===== src/design/rbc_pkg.sv =====
// Shared types and constants for the recurrence byte checksum unit.
`default_nettype none

package rbc_pkg;

	localparam logic [15:0] FIRST_BIAS = 16'd7;
	localparam logic [7:0]  ALPHA_MUL  = 8'd17;
	localparam logic [7:0]  BETA_MUL   = 8'd31;
	localparam logic [15:0] TERM_MOD   = 16'hFFFF;
	localparam logic [25:0] MOD_OFFSET = 26'(65535 * 256);

	typedef struct packed {
		logic [15:0] older;
		logic [15:0] newer;
		logic [7:0]  pos;
		logic        in_msg;
	} rbc_state_t;

	localparam rbc_state_t RESET_STATE = '{
		older:  16'd1,
		newer:  16'd1,
		pos:    8'd0,
		in_msg: 1'b0
	};

endpackage

`default_nettype wire


===== src/design/recurrence_byte_checksum_unit.sv =====
// A checksum's last byte is held in the input register, and the checksum turns valid in the result
// register behind it; an earlier checksum that still waits can hold that byte in the input register.
// Throughput: one byte per cycle while the output does not stall input; the term update runs
// combinationally from the input register through two parallel multipliers and the mod-65535 fold.
// A waiting checksum stalls input only when the next last byte needs the output.
// Reset clears the terms to one, the position to zero and both valid flags.
`default_nettype none

module recurrence_byte_checksum_unit import rbc_pkg::*; (
	input  wire logic        clk,
	input  wire logic        arst_n,
	input  wire logic        data_valid,
	output var  logic        data_stall,
	input  wire logic [7:0]  data_byte,
	input  wire logic        is_last,
	output var  logic        checksum_valid,
	input  wire logic        checksum_stall,
	output var  logic [15:0] checksum
);

	logic       valid_s1;
	logic [7:0] data_byte_s1;
	logic       is_last_s1;
	rbc_state_t state_q;
	rbc_state_t state_nxt;
	logic       checksum_valid_q;
	logic [15:0] checksum_q;
	logic       out_free;
	logic       go;
	logic       take;

	rbc_step u_step (
		.cur       (state_q),
		.data_byte (data_byte_s1),
		.nxt       (state_nxt)
	);

	assign out_free       = !checksum_valid_q || !checksum_stall;
	assign go             = valid_s1 && (!is_last_s1 || out_free);
	assign data_stall     = valid_s1 && !go;
	assign take           = data_valid && !data_stall;
	assign checksum_valid = checksum_valid_q;
	assign checksum       = checksum_q;

	always_ff @(posedge clk or negedge arst_n) begin
		if (!arst_n) begin
			valid_s1 <= 1'b0;
		end else if (!data_stall) begin
			valid_s1 <= take;
		end
	end

	always_ff @(posedge clk) begin
		if (take) begin
			data_byte_s1 <= data_byte;
			is_last_s1   <= is_last;
		end
	end

	always_ff @(posedge clk or negedge arst_n) begin
		if (!arst_n) begin
			state_q <= RESET_STATE;
		end else if (go) begin
			state_q <= is_last_s1 ? RESET_STATE : state_nxt;
		end
	end

	always_ff @(posedge clk or negedge arst_n) begin
		if (!arst_n) begin
			checksum_valid_q <= 1'b0;
		end else if (go && is_last_s1) begin
			checksum_valid_q <= 1'b1;
		end else if (!checksum_stall) begin
			checksum_valid_q <= 1'b0;
		end
	end

	always_ff @(posedge clk) begin
		if (go && is_last_s1) begin
			checksum_q <= state_nxt.newer;
		end
	end

endmodule

`default_nettype wire


===== src/design/rbc_step.sv =====
// Next-term logic: biased first term, or coefficient products, difference and mod-65535 fold.
`default_nettype none

module rbc_step import rbc_pkg::*; (
	input  var rbc_state_t  cur,
	input  wire logic [7:0] data_byte,
	output var rbc_state_t  nxt
);

	logic [7:0]  alpha;
	logic [7:0]  beta;
	logic [8:0]  coef;
	logic [24:0] prod_p;
	logic [23:0] prod_q;
	logic [25:0] diff;
	logic [25:0] wide;
	logic [16:0] fold1;
	logic [15:0] fold2;
	logic [15:0] red;

	always_comb begin
		alpha  = 8'(cur.pos * ALPHA_MUL);
		beta   = 8'(cur.pos * BETA_MUL);
		coef   = {1'b0, data_byte} + {1'b0, alpha};
		prod_p = {16'd0, coef} * {9'd0, cur.newer};
		prod_q = {16'd0, beta} * {8'd0, cur.older};
		diff   = {1'b0, prod_p} - {2'b00, prod_q};
		// wrap a negative difference the way a 64-bit unsigned subtract does
		wide   = diff + MOD_OFFSET + {25'd0, diff[25]};
		fold1  = {7'd0, wide[25:16]} + {1'b0, wide[15:0]};
		fold2  = fold1[15:0] + {15'd0, fold1[16]};
		red    = (fold2 == TERM_MOD) ? 16'd0 : fold2;
	end

	always_comb begin
		if (!cur.in_msg) begin
			nxt.older  = 16'd1;
			nxt.newer  = {8'd0, data_byte} + FIRST_BIAS;
			nxt.pos    = 8'd1;
			nxt.in_msg = 1'b1;
		end else begin
			nxt.older  = cur.newer;
			nxt.newer  = red;
			nxt.pos    = cur.pos + 8'd1;
			nxt.in_msg = 1'b1;
		end
	end

endmodule

`default_nettype wire


===== config.mk =====
export PLATFORM = sky130hd
export DESIGN_NAME = recurrence_byte_checksum_unit
export DESIGN_NICKNAME = d
export VERILOG_FILES = /design/src/design/rbc_pkg.sv /design/src/design/recurrence_byte_checksum_unit.sv /design/src/design/rbc_step.sv
export SDC_FILE = /design/constraint.sdc
export NUM_CORES = 1
export LEC_CHECK = 0
export BUFFER_PORTS_ARGS = -buffer_cell sky130_fd_sc_hd__buf_2
export CAP_MARGIN = 0
export CORE_MARGIN = 2
export CORE_UTILIZATION = 60
export DETAILED_ROUTE_END_ITERATION = 12
export GPL_TIMING_DRIVEN = 0
export PLACE_DENSITY = 0.83
export SYNTH_ARGS = -nofsm -noshare
export SYNTH_HDL_FRONTEND = slang
export SYNTH_SLANG_ARGS = --single-unit

===== constraint.sdc =====
create_clock -name clk -period 21.7 [get_ports clk]
set_input_delay 1.085 -clock clk [delete_from_list [all_inputs] [get_ports clk]]
set_output_delay 1.085 -clock clk [all_outputs]
set_load 0.01 [all_outputs]

==> impl_summary.log <==
INFO  metric drive_above_1_share = 5.75%
INFO  metric synth.net_count = 1,977
INFO  metric worst_path_max_delay_cell = fa_1
INFO  metric number_of_global_route_vias_before_repair = 11.9k
INFO  metric core_region_area = 0.0241 mm²
INFO  metric timing.hold.ws = 487 ps
INFO  metric syn_area = 0.0146 mm²
INFO  metric worstReg2RegStart = state_q[1]$_DFFE_PN0P_
INFO  metric ys_dominant_reg_cell = dfrtp_1
INFO  metric run_status = completed
INFO  metric count_of_nets_left_with_antenna_violations_after_detail_routing = 0
INFO  metric timing_hold_violations_final = 0
INFO  metric grt_antenna_before_repair = 1
INFO  metric crit_buf_inv = 8
INFO  metric portBuffers = 30
INFO  metric fillCellCount = 2,007
INFO  metric detail_route.iter0.violations = 845
INFO  metric detail_route.first_pass.iterations = 6
INFO  metric critical_register_to_register_path_endpoint = checksum[11]$_DFFE_PP_
INFO  metric chipWidth = 160 µm
INFO  metric dr_total_vias = 11.5k
INFO  metric drv.max_cap_violation_count = 0
INFO  metric crit_family = adder cells
INFO  metric synth_top_cell_by_area = fa_1
INFO  metric final-setup-viol-count = 0
INFO  metric postCtsHoldBufs = 0
INFO  metric final_net_count = 2,018
INFO  metric grt_pass1_wl = 61.5 mm
INFO  metric critPathCaptureType = flip-flop
INFO  metric timing_worst_slew_pin_value = 995 ps
INFO  metric pin_count_of_the_biggest_net_entering_global_routing = 44
INFO  metric regToRegSetupSlack = 4820 ps
INFO  metric ctsHtreeMaxLevel = 3
INFO  metric fp-row-count = 57
INFO  metric ys_seq_elements = 68
INFO  metric cp.arrival = 16,940 ps
INFO  metric detailed_place_hpwl = 31.2 mm
INFO  metric netlist.area_leader.share = 32.6%
INFO  metric areaGrowthSynthToFinish = 6.03%
INFO  metric synth.top_cells.by_count = inv_1, fa_1, nand2_1
INFO  metric hold_path_depth = 1
INFO  metric die_h = 160 µm
INFO  metric slew_headroom = 33.7%
INFO  metric max-clock-path-buffers = 2
INFO  metric post-route-min-period = 16,880 ps
INFO  metric floorplan.die_area = 0.0256 mm²
INFO  metric cpMostUsedCell = fa_1
INFO  metric asyncSetResetFlopFracSynth = 63.2%
INFO  metric syn-mean-instance-area = 9.08 µm²
INFO  metric rsz0062_at_grt = no
INFO  metric cts_root_buf = clkbuf_16
INFO  metric viasPerCell = 5.80
INFO  metric yosysWarningCount = 0
INFO  metric clk_latency = 340 ps
INFO  metric synth.lib_cells_used.distinct = 86
INFO  metric drt-total-wl = 36.8 mm
INFO  metric yosys-top-cells-area = fa_1, ha_1, inv_1
INFO  metric finalMaxSlewViolations = 0
INFO  metric groute.usage.overall = 30.5%
INFO  metric tritoncts_num_sinks = 68
INFO  metric synth_sequential_area_ratio = 12.5%
INFO  metric antenna_cells = 0
INFO  metric gp_routability_congestion = 0.956
INFO  metric critical_path_required = 21,760 ps
INFO  metric cts_made_buffers = 9
INFO  metric maxClockFrequency = 0.0592 GHz
INFO  metric fin_tns_setup = 0 ps
INFO  metric hold_path.startpoint = state_q[12]$_DFFE_PN0P_
INFO  metric hold_path_end = state_q[28]$_DFFE_PN0P_
INFO  metric clock_skew = 6.99 ps
INFO  metric tritoncts = yes
INFO  metric post_synth_inst_count = 1,607
INFO  metric start_kind = flip-flop
INFO  metric cts-resized-gates = 0
INFO  metric number_of_post_cts_setup_repair_buffers = 0
INFO  metric slowest_stage_delay_on_critical_path = 620 ps
INFO  metric grt_remaining_overflow = 0
INFO  metric fin_cells = 1,977
INFO  metric floorplan.initialDensity = 60.5%
INFO  metric drt-wirelength-per-cell = 18.6 µm
INFO  metric r2r.worst_path.cells = 59
INFO  metric boundaryPins = 31
INFO  metric synth_enable_flop_cells = 25
INFO  metric min_path_type = reg -> reg
INFO  metric post-synth-top-count-cell = inv_1
INFO  metric clk_pin_slew = 60 ps
INFO  metric dp_cells = 1,961
INFO  metric layout_worst_path_cycle_share = 77.8%
INFO  metric critical_path_class = reg -> reg
INFO  metric drcViolationCount = 0
INFO  metric timing.critical_path.fanout_max = 10
[routing by layer]
metal  vias to the layer above  share of wire, %  GRT usage [%]
li1                       5249                 -              -
met1                      5666                41           40.8
met2                       466                48           50.3
met3                        79               7.6           6.08
met4                         0               3.6           10.3
met5                         -                 0              0
[logic make-up after synthesis]
family	synth area share, %
simple gates	17.6
buf+inv	9.40
fa+ha+maj	42.8
compound gates	12.2
xor+xnor	4.95
flops	12.5
mux	0.506
[sequential cells by signal, indices dropped and copies added (netlist names)]
name / flops
state_q: 41
checksum: 16
checksum_valid: 1
is_last_s1: 1
data_byte_s1: 8
valid_s1: 1
[area by class of cell]
| type | count | area [µm²] | share of cell area (%) |
|---|---|---|---|
| Inverter | 297 | 1110 | 7.20 |
| Clock inverter | 7 | 98.8 | 0.639 |
| Sequential cell | 68 | 1830 | 11.8 |
| Clock buffer | 9 | 225 | 1.46 |
| Tap cell | 324 | 405 | 2.62 |
| Buffer | 61 | 258 | 1.67 |
| Multi-Input combinational cell | 1181 | 11400 | 73.6 |
| Timing Repair Buffer | 30 | 150 | 0.970 |
[through the flow]
| stage | instance area (µm²) | utilization, % | worst slack [ps] |
|---|---|---|---|
| 2_1_floorplan | 14600 | - | 7300 |
| 5_1_grt | 15500 | 64.2 | 3740 |
| 4_1_cts | 15500 | 64.2 | 4880 |
| 3_5_place_dp | 15100 | 62.8 | 4980 |
| 6_report | 15500 | 64.2 | 4820 |
| 3_3_place_gp | 15100 | 62.8 | 5200 |
[worst register-to-register path: cells and delay by family (launching register included)]
| kind | cells | cell delay, ps |
|---|---|---|
| AO/OA/AOI/OAI | 15 | 3260 |
| flip-flops | 1 | 520 |
| buffers and inverters | 8 | 1390 |
| XOR/XNOR | 4 | 1490 |
| AND/OR/NAND/NOR | 16 | 3460 |
| adder cells (fa/ha/maj) | 16 | 6510 |
[how the worst max path moves through the flow]
| stage | startpoint | end | slack [ps] | cells after the start |
|---|---|---|---|---|
| finish | state_q[1]$_DFFE_PN0P_ | checksum[11]$_DFFE_PP_ | 4820 | 59 |
| global route | state_q[1]$_DFFE_PN0P_ | checksum[8]$_DFFE_PP_ | 3740 | 60 |
| CTS | state_q[1]$_DFFE_PN0P_ | checksum[11]$_DFFE_PP_ | 4880 | 60 |
| detailed placement | state_q[1]$_DFFE_PN0P_ | checksum[11]$_DFFE_PP_ | 4980 | 60 |
| global placement | state_q[1]$_DFFE_PN0P_ | checksum[8]$_DFFE_PP_ | 5200 | 60 |
| floorplan | state_q[1]$_DFFE_PN0P_ | checksum[0]$_DFFE_PP_ | 7300 | 61 |
[placed cells by master (no fill, tap or decap), types with 9 or more instances in the layout]
cell type and count:
a21o_1 19, a21oi_1 47, a22o_1 17, and2_1 125
and3_1 14, buf_2 35, clkbuf_1 51, clkbuf_16 9
dfrtp_1 41, edfxtp_1 25, fa_1 238, ha_1 119
inv_1 297, nand2_1 195, nand3_1 25, nand4_1 14
nor2_1 36, nor2b_1 20, nor3_1 20, o21a_1 9
o21ai_0 32, o21ai_1 10, o31ai_1 16, xnor2_1 45
xor2_1 30
Power is not shown: default switching activity piles up to over one toggle a cycle in this logic, so the estimate is an artifact.
